`src/design/assert_macros.svh`:
```
// Assertion macros used by the top-level design file.
// Each check is written on a line of its own with one of these macros.
`ifndef ASSERT_MACROS_SVH
`define ASSERT_MACROS_SVH

`ifndef NO_ASSERTIONS

// The consequent must hold in the same cycle as the antecedent.
`define ASSERT_SAME(lbl, clk, rst_n, ante, cons, msg) \
  lbl: assert property (@(posedge clk) disable iff (!rst_n) (ante) |-> (cons)) \
    else $error(msg);

// The consequent must hold in the cycle after the antecedent.
`define ASSERT_NEXT(lbl, clk, rst_n, ante, cons, msg) \
  lbl: assert property (@(posedge clk) disable iff (!rst_n) (ante) |=> (cons)) \
    else $error(msg);

`else

`define ASSERT_SAME(lbl, clk, rst_n, ante, cons, msg)
`define ASSERT_NEXT(lbl, clk, rst_n, ante, cons, msg)

`endif

`endif

```
`src/design/ddd_pkg.sv`:
```
package ddd_pkg;

  // Field widths of the date and result transactions.
  localparam int unsigned YEAR_W  = 14;
  localparam int unsigned MONTH_W = 4;
  localparam int unsigned DAY_W   = 5;
  localparam int unsigned COUNT_W = 22;

  // Day numbers from 1 January of year 0 reach about 3.65 million.
  localparam int unsigned DNUM_W  = 23;
  // Days before the month plus leap day plus day of month.
  localparam int unsigned MPART_W = 9;

  // Division by 100 through a reciprocal: floor(x * 5243 / 2^19) is exact
  // for every x below 43690, and the largest operand here is 16782.
  localparam int unsigned        PROD_W      = 28;
  localparam int unsigned        QUOT_W      = 8;
  localparam int unsigned        RECIP_SHIFT = 19;
  localparam logic [12:0]        RECIP_100   = 13'd5243;

  localparam logic [YEAR_W-1:0]  YEAR_MASK   = '1;
  localparam logic [6:0]         CENTURY     = 7'd100;
  localparam logic [8:0]         DAYS_COMMON = 9'd365;
  localparam logic [8:0]         CEIL_100    = 9'd99;
  localparam logic [8:0]         CEIL_400    = 9'd399;
  localparam logic [1:0]         CEIL_4      = 2'd3;

  localparam logic [MONTH_W-1:0] MONTH_JAN = 4'd1;
  localparam logic [MONTH_W-1:0] MONTH_FEB = 4'd2;
  localparam logic [MONTH_W-1:0] MONTH_DEC = 4'd12;

  localparam logic [COUNT_W-1:0] COUNT_MAX = '1;

  // Load enables for the pipeline registers after the input register.
  typedef struct packed {
    logic s2;
    logic s3;
    logic s4;
    logic s5;
  } ddd_load_t;

  // Days in the months before the given month of a common year.
  function automatic logic [MPART_W-1:0] days_before_month(input logic [MONTH_W-1:0] m);
    logic [MPART_W-1:0] days;
    unique case (m)
      4'd1:    days = 9'd0;
      4'd2:    days = 9'd31;
      4'd3:    days = 9'd59;
      4'd4:    days = 9'd90;
      4'd5:    days = 9'd120;
      4'd6:    days = 9'd151;
      4'd7:    days = 9'd181;
      4'd8:    days = 9'd212;
      4'd9:    days = 9'd243;
      4'd10:   days = 9'd273;
      4'd11:   days = 9'd304;
      4'd12:   days = 9'd334;
      default: days = 9'd0;
    endcase
    return days;
  endfunction

endpackage

```
`src/design/ddd_day_number.sv`:
```
module ddd_day_number
  import ddd_pkg::*;
#(
  parameter logic [YEAR_W-1:0] YEAR_CAP = 14'd9999
) (
  input  logic                clk,
  input  ddd_load_t           load,
  input  logic [YEAR_W-1:0]   year,
  input  logic [MONTH_W-1:0]  month,
  input  logic [DAY_W-1:0]    day,
  output logic [DNUM_W-1:0]   day_num
);

  // Stage two: clamped date and the quotients by one hundred.
  logic [YEAR_W-1:0]  year_c;
  logic [MONTH_W-1:0] month_c;
  logic [PROD_W-1:0]  prod_f;
  logic [PROD_W-1:0]  prod_c100;
  logic [PROD_W-1:0]  prod_c400;

  logic [YEAR_W-1:0]  year2_r;
  logic [MONTH_W-1:0] month2_r;
  logic [DAY_W-1:0]   day2_r;
  logic [QUOT_W-1:0]  quot_f2_r;
  logic [QUOT_W-1:0]  quot_c100_2_r;
  logic [QUOT_W-1:0]  quot_c400_2_r;

  always_comb begin
    year_c = (year > YEAR_CAP) ? YEAR_CAP : year;
    if (month == '0) begin
      month_c = MONTH_JAN;
    end else if (month > MONTH_DEC) begin
      month_c = MONTH_DEC;
    end else begin
      month_c = month;
    end
    prod_f    = PROD_W'(year_c) * PROD_W'(RECIP_100);
    prod_c100 = (PROD_W'(year_c) + PROD_W'(CEIL_100)) * PROD_W'(RECIP_100);
    prod_c400 = (PROD_W'(year_c) + PROD_W'(CEIL_400)) * PROD_W'(RECIP_100);
  end

  always_ff @(posedge clk) begin
    if (load.s2) begin
      year2_r       <= year_c;
      month2_r      <= month_c;
      day2_r        <= day;
      quot_f2_r     <= prod_f[RECIP_SHIFT +: QUOT_W];
      quot_c100_2_r <= prod_c100[RECIP_SHIFT +: QUOT_W];
      quot_c400_2_r <= prod_c400[RECIP_SHIFT +: QUOT_W];
    end
  end

  // Stage three: days in whole years, and days within the year.
  logic [DNUM_W-1:0]  year_days;
  logic [YEAR_W-1:0]  rem100;
  logic               leap;
  logic [MPART_W-1:0] month_part;

  logic [DNUM_W-1:0]  year_days3_r;
  logic [MPART_W-1:0] month_part3_r;

  always_comb begin
    // 365 per year plus the leap years strictly before this one.
    year_days = DNUM_W'(year2_r) * DNUM_W'(DAYS_COMMON)
              + ((DNUM_W'(year2_r) + DNUM_W'(CEIL_4)) >> 2)
              - DNUM_W'(quot_c100_2_r)
              + DNUM_W'(quot_c400_2_r >> 2);
    rem100 = year2_r - YEAR_W'(quot_f2_r) * YEAR_W'(CENTURY);
    // A century year is a leap year only when its century count is a multiple of four.
    leap = ((year2_r[1:0] == 2'b00) && (rem100 != '0)) ||
           ((rem100 == '0) && (quot_f2_r[1:0] == 2'b00));
    month_part = days_before_month(month2_r)
               + MPART_W'(leap && (month2_r > MONTH_FEB))
               + MPART_W'(day2_r);
  end

  always_ff @(posedge clk) begin
    if (load.s3) begin
      year_days3_r  <= year_days;
      month_part3_r <= month_part;
    end
  end

  // Stage four: the complete day number.
  logic [DNUM_W-1:0] day_num4_r;

  always_ff @(posedge clk) begin
    if (load.s4) begin
      day_num4_r <= year_days3_r + DNUM_W'(month_part3_r);
    end
  end

  assign day_num = day_num4_r;

endmodule

```
`src/design/ddd_diff.sv`:
```
module ddd_diff
  import ddd_pkg::*;
(
  input  logic                clk,
  input  logic                load,
  input  logic [DNUM_W-1:0]   day_num_a,
  input  logic [DNUM_W-1:0]   day_num_b,
  output logic [COUNT_W-1:0]  day_count
);

  logic [DNUM_W-1:0]  gap;
  logic [COUNT_W-1:0] count_r;
  logic [COUNT_W-1:0] count_nxt;

  // Absolute distance, saturated to the width of the result field.
  always_comb begin
    gap = (day_num_a > day_num_b) ? (day_num_a - day_num_b) : (day_num_b - day_num_a);
    count_nxt = (gap > DNUM_W'(COUNT_MAX)) ? COUNT_MAX : gap[COUNT_W-1:0];
  end

  always_ff @(posedge clk) begin
    if (load) begin
      count_r <= count_nxt;
    end
  end

  assign day_count = count_r;

endmodule

```
`src/design/date_day_difference.sv`:
```
// Distance in days between two Gregorian dates.
//
// Input channel: in_valid/in_ready carry a pair of dates, each as year,
// month and day; the dates may come in either order. Years above YEAR_MAX
// are saturated, months outside one to twelve are clamped, days are used
// as given. Output channel: out_valid/out_ready carry the absolute number
// of days between the two dates, saturated to the 22-bit field.
// The datapath is a five-register pipeline: input register, clamping and
// reciprocal division by one hundred, whole-year and in-year day counts,
// day numbers, then the distance in the output register. One transaction
// is taken every cycle for as long as the receiver keeps out_ready high.
// Each stage holds while the stage after it is full and stalled, so empty
// stages still fill while the receiver stalls; in_ready falls only once
// every stage holds a transaction. Reset empties the pipeline and drops
// any transaction in flight; there is no stored state beyond it.
module date_day_difference
  import ddd_pkg::*;
#(
  parameter int unsigned YEAR_MAX = 9999
) (
  input  logic                clk,
  input  logic                rst_n,
  input  logic                in_valid,
  output logic                in_ready,
  input  logic [YEAR_W-1:0]   in_first_year,
  input  logic [MONTH_W-1:0]  in_first_month,
  input  logic [DAY_W-1:0]    in_first_day,
  input  logic [YEAR_W-1:0]   in_second_year,
  input  logic [MONTH_W-1:0]  in_second_month,
  input  logic [DAY_W-1:0]    in_second_day,
  output logic                out_valid,
  input  logic                out_ready,
  output logic [COUNT_W-1:0]  out_day_count
);

  // Years on the input port never exceed the field range, so the cap fits it.
  localparam logic [YEAR_W-1:0] YEAR_CAP =
    (YEAR_MAX > int'(YEAR_MASK)) ? YEAR_MASK : YEAR_W'(YEAR_MAX);

  // Pipeline occupancy and the ready chain from the output backwards.
  logic [5:1] vld_r;
  logic [5:1] vld_nxt;
  logic [5:1] rdy;
  ddd_load_t  load;

  always_comb begin
    rdy[5] = !vld_r[5] || out_ready;
    rdy[4] = !vld_r[4] || rdy[5];
    rdy[3] = !vld_r[3] || rdy[4];
    rdy[2] = !vld_r[2] || rdy[3];
    rdy[1] = !vld_r[1] || rdy[2];

    load.s2 = rdy[2] && vld_r[1];
    load.s3 = rdy[3] && vld_r[2];
    load.s4 = rdy[4] && vld_r[3];
    load.s5 = rdy[5] && vld_r[4];

    vld_nxt[1] = rdy[1] ? in_valid : vld_r[1];
    vld_nxt[2] = rdy[2] ? vld_r[1] : vld_r[2];
    vld_nxt[3] = rdy[3] ? vld_r[2] : vld_r[3];
    vld_nxt[4] = rdy[4] ? vld_r[3] : vld_r[4];
    vld_nxt[5] = rdy[5] ? vld_r[4] : vld_r[5];
  end

  always_ff @(posedge clk) begin
    if (!rst_n) begin
      vld_r <= '0;
    end else begin
      vld_r <= vld_nxt;
    end
  end

  assign in_ready  = rdy[1];
  assign out_valid = vld_r[5];

  // Input register for one transaction.
  logic [YEAR_W-1:0]  year_a_r;
  logic [MONTH_W-1:0] month_a_r;
  logic [DAY_W-1:0]   day_a_r;
  logic [YEAR_W-1:0]  year_b_r;
  logic [MONTH_W-1:0] month_b_r;
  logic [DAY_W-1:0]   day_b_r;

  always_ff @(posedge clk) begin
    if (in_valid && rdy[1]) begin
      year_a_r  <= in_first_year;
      month_a_r <= in_first_month;
      day_a_r   <= in_first_day;
      year_b_r  <= in_second_year;
      month_b_r <= in_second_month;
      day_b_r   <= in_second_day;
    end
  end

  // One day-number pipeline per date.
  logic [DNUM_W-1:0] day_num_a;
  logic [DNUM_W-1:0] day_num_b;

  ddd_day_number #(
    .YEAR_CAP (YEAR_CAP)
  ) u_day_num_a (
    .clk     (clk),
    .load    (load),
    .year    (year_a_r),
    .month   (month_a_r),
    .day     (day_a_r),
    .day_num (day_num_a)
  );

  ddd_day_number #(
    .YEAR_CAP (YEAR_CAP)
  ) u_day_num_b (
    .clk     (clk),
    .load    (load),
    .year    (year_b_r),
    .month   (month_b_r),
    .day     (day_b_r),
    .day_num (day_num_b)
  );

  // Distance and output register.
  ddd_diff u_diff (
    .clk       (clk),
    .load      (load.s5),
    .day_num_a (day_num_a),
    .day_num_b (day_num_b),
    .day_count (out_day_count)
  );

  // With the output register empty every stage can move, so input is open.
`include "assert_macros.svh"
  `ASSERT_SAME(a_ready_when_drained, clk, rst_n, !vld_r[5], in_ready, "in_ready low, output empty")
  // A day number waiting in front of an empty output register moves in at once.
  `ASSERT_NEXT(a_last_stage_moves, clk, rst_n, vld_r[4] && !vld_r[5], vld_r[5], "result not loaded")
  // A full stage whose successor cannot move keeps its transaction.
  `ASSERT_NEXT(a_stage_holds, clk, rst_n, vld_r[4] && !rdy[4], vld_r[4], "stalled stage lost data")

endmodule

```
`config.mk`:
```
export PLATFORM = sky130hd
export DESIGN_NAME = date_day_difference
export DESIGN_NICKNAME = d
export VERILOG_FILES = /design/src/design/ddd_pkg.sv /design/src/design/ddd_day_number.sv /design/src/design/ddd_diff.sv /design/src/design/date_day_difference.sv
export VERILOG_INCLUDE_DIRS = /design/src /design/src/design
export SDC_FILE = /design/constraint.sdc
export NUM_CORES = 2
export LEC_CHECK = 0
export BUFFER_PORTS_ARGS = -buffer_cell sky130_fd_sc_hd__buf_2
export CAP_MARGIN = 0
export CORE_ASPECT_RATIO = 1.4
export CORE_MARGIN = 2
export CORE_UTILIZATION = 50
export DETAILED_ROUTE_END_ITERATION = 6
export GPL_TIMING_DRIVEN = 0
export PLACE_DENSITY = 0.65
export SLEW_MARGIN = 40
export SYNTH_ARGS = -nofsm -noshare
export SYNTH_HDL_FRONTEND = slang
export SYNTH_SLANG_ARGS = --single-unit
```
`constraint.sdc`:
```
create_clock -name clk -period 7.93 [get_ports clk]
set_clock_uncertainty 0.1 [all_clocks]
set_input_delay 0.793 -clock clk [delete_from_list [all_inputs] [get_ports clk]]
set_output_delay 0.793 -clock clk [all_outputs]
set_load 0.01 [all_outputs]
```
# ---- Yosys cells after proc, flatten, opt, wreduce, memory -nomap -nowiden
# Memory sizes are Yosys's and may differ from the RTL's.
# Index checks and enable logic that the tools add are counted.
# W data, S select, Z words.
dict set report op_classes {
  reduce_logical 35
  n_div 0
  bitwise 0
  shift 0
  eq_ne 0
  order_cmp 8
  addsub 22
  multipliers 10
  mux 5
}
# op count
set op_table {}
lappend op_table {{$mul A28 B13 Y27 const B} 4}
lappend op_table {{$mul A14 B13 Y27 const B} 2}
lappend op_table {{$add A23 B21 Y23} 2}
lappend op_table {{$add A23 B6 Y23} 2}
lappend op_table {{$add A23 B9 Y23} 2}
lappend op_table {{$mul A14 B9 Y23 const B} 2}
lappend op_table {{$sub A23 B23 Y23} 2}
lappend op_table {{$sub A23 B8 Y23} 2}
lappend op_table {{$add A14 B2 Y15 const B} 2}
lappend op_table {{$add A14 B7 Y15 const B} 2}
lappend op_table {{$add A14 B9 Y15 const B} 2}
lappend op_table {{$gt A14 B14 Y1 const B} 2}
lappend op_table {{$logic_not A14 Y1} 2}
lappend op_table {{$mux W14} 2}
lappend op_table {{$reduce_bool A14 Y1} 2}
lappend op_table {{$sub A14 B14 Y14} 2}
lappend op_table {{$mul A8 B5 Y12 const B} 2}
lappend op_table {{$gt A23 B22 Y1 const B} 1}
lappend op_table {{$gt A23 B23 Y1} 1}
lappend op_table {{$mux W23} 1}
lappend op_table {{$add A9 B1 Y9} 2}
lappend op_table {{$add A9 B5 Y9} 2}
lappend op_table {{$logic_and A1 B1 Y1} 11}
lappend op_table {{$gt A4 B2 Y1 const B} 2}
lappend op_table {{other kinds (7)} 24}
dict set report word_totals {
  reg_bits 277
  romBits 288
  memories 2
  in_bits 50
  latchBits 0
  ramBits 0
}
# name words word_bits rd rd_clocked_by_memory_dff write_ports line_no
set memory_table {}
lappend memory_table {{(name not given)} 16 9 1 0 0 ddd_pkg.sv:45} ;# unique case (m)
lappend memory_table {{(name not given)} 16 9 1 0 0 ddd_pkg.sv:45}

# ---- Logic depth before layout (Yosys ltp)
dict set report depth {
  depth_word 8
  mapped_depth 38
  depth_no_buf 35
}

# ---- Hierarchy
# A second synthesis with hierarchy kept.
dict set report unflattened {
  hier_cells 4522
  hier_area_um2 45492.4
}
# module seq_area_each_um2 cells_per_inst n_inst area_per_inst_um2
set modules_own_cells {}
lappend modules_own_cells {{ddd_day_number (u_day_num_b)} 3002.9 2028 1 20420.8}
lappend modules_own_cells {{ddd_day_number (u_day_num_a)} 3002.9 2026 1 20220.6}
lappend modules_own_cells {ddd_diff 660.6 399 1 3238.1}
lappend modules_own_cells {date_day_difference 1481.4 69 1 1612.8}

# ---- Worst setup path after synthesis
# OpenSTA, ideal clock, no wires.
dict set report synth_path {
  kind {input port to flip-flop}
  start {input out_ready}
  end {register u_day_num_a.day2_r[0] (enable)}
  t_required_ns 7.154
  stages 4
  slack_ns -0.554
  setup_time_ns 0.676
  arrival_ns 7.708
  cell_sequence {nor2b_1 and3_1 clkbuf_1 a21boi_0}
}
# element line_no
set synth_lines {}
lappend synth_lines {{from (decl)} date_day_difference.sv:32} ;# input logic out_ready,
lappend synth_lines {{to (signal assigned)} ddd_day_number.sv:46} ;# day2_r <= day;
lappend synth_lines {{to (decl)} ddd_day_number.sv:23} ;# logic [DAY_W-1:0] day2_r;

# ---- Final worst setup path
dict set report layout_path {
  start {register year_b_r[6]}
  end {register u_day_num_b.quot_c400_2_r[7], data pin}
}
dict set report layout_between {
  elab_chain_cells 4
}
# element line_no
set layout_rtl {}
lappend layout_rtl {{from (decl)} date_day_difference.sv:80} ;# logic [YEAR_W-1:0] year_b_r;
lappend layout_rtl {{from (signal assigned)} date_day_difference.sv:89} ;# year_b_r <= in_second_year;
lappend layout_rtl {{$gt A14 B14 Y1} ddd_day_number.sv:29} ;# year_c = (year > YEAR_CAP) ? YEAR_CAP : year;
lappend layout_rtl {{$mux W14} ddd_day_number.sv:29}
lappend layout_rtl {{net u_day_num_b.year_c[4]} ddd_day_number.sv:15} ;# logic [YEAR_W-1:0] year_c;
lappend layout_rtl {{$add A14 B9 Y15} ddd_day_number.sv:39} ;# prod_c400 = (PROD_W'(year_c) + PROD_W'(CEIL_400)) * PROD_W'(RECIP_100);
lappend layout_rtl {{$mul A28 B13 Y27} ddd_day_number.sv:39}
lappend layout_rtl {{net u_day_num_b.prod_c400[26]} ddd_day_number.sv:19} ;# logic [PROD_W-1:0] prod_c400;
lappend layout_rtl {{to (signal assigned)} ddd_day_number.sv:49} ;# quot_c400_2_r <= prod_c400[RECIP_SHIFT +: QUOT_W];
lappend layout_rtl {{to (decl)} ddd_day_number.sv:26} ;# logic [QUOT_W-1:0] quot_c400_2_r;
# The timed path passes the listed nets, and every way through them passes these cells.
# A chain may end at the register's enable or synchronous reset.

==> impl_summary.log <==
[metrics] Worst Hold Endpoint: day_b_r[2]
[metrics] post-synth top area cell: sky130_fd_sc_hd__ha_1
[metrics] final core occ: 55.9%
[metrics] vias in the first global route: 31300
[metrics] H-tree level count: 1
[metrics] non-filler cells, final: approximately 5800
[metrics] area of the core region: 88000 um2
[metrics] Max Clock Freq: around 0.13 GHz
[metrics] initial core utilization: 50.3%
[metrics] CTS Hold Buffers Added: 0
[metrics] summed negative setup slack over all endpoints: 0 ns
[metrics] Max Fanout on Critical Path: 5
[metrics] total clock buffers created by CTS: 30
[metrics] Crit-path slowest cell: sky130_fd_sc_hd__fa_1
[metrics] number of top-level pins: 74
[metrics] GRT met3 Usage: 1.28%
[metrics] post-synthesis instance area: around 44000 um2
[metrics] sum of net half-perimeters after detailed placement: 78600 um
[metrics] # nets final: 6147
[metrics] met2 Usage GRT: roughly two fifths
[metrics] count of unique library cells instantiated by Yosys: between 70 and 80
[metrics] detailed-route vias per instance: about 5
[metrics] total of buffers placed on input and output ports: 73
[metrics] share of layout cells above drive strength 1: 9.43%
[metrics] worst reg2reg path endpoint: u_day_num_b.quot_c400_2_r[7]
[metrics] layout overhead on the synthesized area: 11.2%
[metrics] DRC violation count after routing: 0
[metrics] Die Span Y: between 300 and 400 um
[metrics] share of the synthesized area in the top cell type: 26.5%
[metrics] sink count of the clock tree: 273
[metrics] clock-pin slew reported for the worst setup and hold paths after clock tree synthesis: 0.06 ns
[metrics] Final Max Slew Viols: 0
[metrics] required time of the critical path: 8.21 ns
[metrics] hold path startpoint: in_second_day[2]
[metrics] initial detailed-routing violation count: roughly 940
[metrics] Antenna Diode Count: 0
[metrics] GRT Util Overall: between 20% and 30%
[metrics] via count: 29200
[metrics] Max-slew headroom: 46.6%
[metrics] total count of hold-check failures in the final report: 0
[metrics] asr flop ratio synth: 0%
[metrics] worst setup slack for register-to-register paths: 0.19 ns
[metrics] global route hottest layer: met2
[metrics] count of mapped cells out of synthesis: 4408
[metrics] last weighted congestion value of the routability-driven placer: 0.904
[metrics] origin of the critical flop-to-flop path: year_b_r[6]
[metrics] EDFF count, synth: 268
[metrics] number of optimization iterations in the first detailed-route pass: 5
[metrics] number of warnings reported in the yosys synthesis log: 0
[metrics] dominant cells by area after synthesis: sky130_fd_sc_hd__ha_1, sky130_fd_sc_hd__fa_1, sky130_fd_sc_hd__edfxtp_1
[metrics] CTS root buf: sky130_fd_sc_hd__clkbuf_16
[metrics] total wirelength of the detailed-routed design: 90800 um
[metrics] Net Count, Synth: 5932
[metrics] filler cell count in the final layout: 7571
[metrics] overall die width: 255 um
[metrics] number of logic stages on the critical path including buffering: 35
[metrics] Setup violations, final: 0
[metrics] largest net degree at the start of global routing: 23
[metrics] post-placement cell area: 46500 um2
[metrics] Final ANT Viol Nets: 0
[metrics] largest stage delay on the critical path: 0.56 ns
[metrics] cell total after placement: roughly 5700
[metrics] Max Buffers Root-to-Sink: 3
[metrics] clock insertion delay at the later pin of the skew report: ~0.63 ns
[metrics] Global Route met1 Usage: 24.8%
[metrics] register bit count reported by yosys: between 200 and 300
[metrics] Die Area: 90900 um2
[metrics] element type at the critical path start: flop
[metrics] Post-Syn Area per Cell: around 10 um2
[metrics] slew at the pin closest to its max-slew limit: 0.795 ns
[metrics] status: completed
[metrics] number of cell instances on the worst register-to-register path: 35
[metrics] buffer and inverter count on the worst path: 8
[metrics] Remaining Overflow, GRT: 0
[metrics] CTS tree: done
[metrics] final critical-path share of the clock period: 97.6%
[metrics] initial antenna violation count: 0
[metrics] CP arrival: 8.02 ns
[metrics] finished layout cell area: roughly 50000 um2
[metrics] count of cells along the worst hold path: 1
[metrics] detail-routed net length per standard cell: approximately 16 um
[metrics] Row Count: between 100 and 150
[metrics] kind of end point of the critical path: flop
[metrics] flip-flop cell with the highest count after synthesis: sky130_fd_sc_hd__edfxtp_1
[metrics] worst min path class: in2reg
[metrics] first-pass GRT wire length: 152000 um
[metrics] CP top delay family: compound AO/OA/AOI/OAI gates
[metrics] minimum period implied by the final worst setup slack: 7.74 ns
[metrics] maxcap violations: 0
[metrics] register area share after synthesis: 18.4%
[metrics] category of the critical setup timing path: reg2reg
[cells in the final DEF (no fill, tap or decap), drive strengths merged, types with 22 or more instances in the layout]
master | Yosys | final
nand2b | 22 | 22
o21bai | 23 | 23
o21a | 29 | 29
ha | 938 | 938
and3 | 30 | 30
nor2 | 174 | 174
edfxtp | 268 | 268
o21ai | 86 | 86
a21oi | 149 | 149
inv | 1219 | 1219
clkbuf | 36 | 63
xnor2 | 226 | 226
a21o | 73 | 73
nand3 | 46 | 46
xor2 | 55 | 55
nor3 | 43 | 43
and2 | 23 | 23
fa | 536 | 536
nand4 | 22 | 22
nand2 | 137 | 137
nor2b | 36 | 36
mux2i | 27 | 27
buf | 13 | 200
[per-layer routing]
| layer | part of all wire, % | wire [um] |
|---|---|---|
| met2 | 53 | 47700 |
| met3 | 2.4 | 2160 |
| met1 | 41 | 37600 |
| met4 | 3.5 | 3220 |
| met5 | 0 | 0 |
[kinds of logic (layout without fill, tap and decap cells)]
kind of cell               after synthesis  count (layout)  share of synthesized area (%)
AOI/OAI and AO/OA                      489             489                           7.14
xor gates and xnor gates               281             281                           5.62
adders and majority gates             1474            1474                           50.8
buffers and inverters                 1269            1505                           10.8
DFF                                    273             273                           18.4
muxes                                   30              30                          0.738
and+or+nand+nor                        592             592                           6.49
[layout make-up]
class	count	area (um2)	area share, %
multi-input combinational	2866	32400	65.7
sequential	273	8150	16.6
inverter	1220	4610	9.36
tap	1179	1480	3.00
timing repair buffer	189	1410	2.87
clock buffer	31	754	1.53
clock inverter	22	250	0.509
buffer	43	211	0.430
[flip-flops by register name (all words and copies together), names as in the netlist, 6 cells and up]
register	flops
u_day_num_a.day_num	23
u_day_num_a.year_days3_r	23
u_day_num_b.day_num	23
u_day_num_b.year_days3_r	23
u_diff.day_count	22
u_day_num_a.year2_r	14
u_day_num_b.year2_r	14
year_a_r	14
year_b_r	14
u_day_num_a.month_part3_r	9
u_day_num_b.month_part3_r	9
u_day_num_a.quot_c100_2_r	8
u_day_num_a.quot_f2_r	8
u_day_num_b.quot_c100_2_r	8
u_day_num_b.quot_f2_r	8
u_day_num_a.quot_c400_2_r	6
u_day_num_b.quot_c400_2_r	6
[worst max path at each step]
stage / start / to / slack, ns
after floorplan: year_b_r[5] / u_day_num_b.quot_c100_2_r[6] / 0.009
after CTS: year_b_r[7] / u_day_num_b.quot_c400_2_r[7] / 0.001
after global routing: year_a_r[6] / u_day_num_a.quot_c100_2_r[7] / -0.11
final: year_b_r[6] / u_day_num_b.quot_c400_2_r[7] / 0.19
after detailed placement: year_b_r[6] / u_day_num_b.quot_c400_2_r[7] / -1.82
after global placement: year_b_r[6] / u_day_num_b.quot_c400_2_r[7] / -1.84
[per-stage QoR]
| step | worst slack [ns] | hold WS (ns) |
|---|---|---|
| after floorplan | 0.00852 | 0.300 |
| after global placement | -1.84 | 0.304 |
| after detailed placement | -1.82 | 0.307 |
| after CTS | 0.00121 | 0.190 |
| after global routing | -0.114 | 0.208 |
| final | 0.189 | 0.236 |
[Yosys cell counts (9+ instances only)]
library cell / number
sky130_fd_sc_hd__inv_1: 1212
sky130_fd_sc_hd__ha_1: 938
sky130_fd_sc_hd__fa_1: 536
sky130_fd_sc_hd__edfxtp_1: 268
sky130_fd_sc_hd__xnor2_1: 224
sky130_fd_sc_hd__nor2_1: 173
sky130_fd_sc_hd__a21oi_1: 149
sky130_fd_sc_hd__nand2_1: 137
sky130_fd_sc_hd__o21ai_0: 80
sky130_fd_sc_hd__a21o_1: 73
sky130_fd_sc_hd__xor2_1: 55
sky130_fd_sc_hd__nand3_1: 46
sky130_fd_sc_hd__nor3_1: 43
sky130_fd_sc_hd__clkbuf_1: 36
sky130_fd_sc_hd__nor2b_1: 36
sky130_fd_sc_hd__and3_1: 30
sky130_fd_sc_hd__o21a_1: 29
sky130_fd_sc_hd__mux2i_1: 27
sky130_fd_sc_hd__o21bai_1: 23
sky130_fd_sc_hd__and2_1: 22
sky130_fd_sc_hd__nand2b_1: 22
sky130_fd_sc_hd__nand4_1: 22
sky130_fd_sc_hd__a21boi_0: 16
sky130_fd_sc_hd__a31oi_1: 16
sky130_fd_sc_hd__or2_2: 16
sky130_fd_sc_hd__a211oi_1: 14
sky130_fd_sc_hd__or3_1: 13
sky130_fd_sc_hd__o31ai_1: 11
sky130_fd_sc_hd__o211ai_1: 9
[timing repair]
item	CTS	global route
gates resized for setup	100	124
setup buffers	46	55
pin swaps	37	81
endpoints found under the setup margin	33	27
endpoints found under the hold margin	0	0
[worst register-to-register path, delay by kind of cell (launching register included)]
family,cells,cell delay [ns]
simple gates,6,1.24
compound gates,12,2.38
xor+xnor,2,0.22
flops,1,0.43
buf+inv,8,0.75
fa+ha+maj,7,2.35
Power is not shown: default switching activity piles up to over one toggle a cycle in this logic, so the estimate is an artifact.
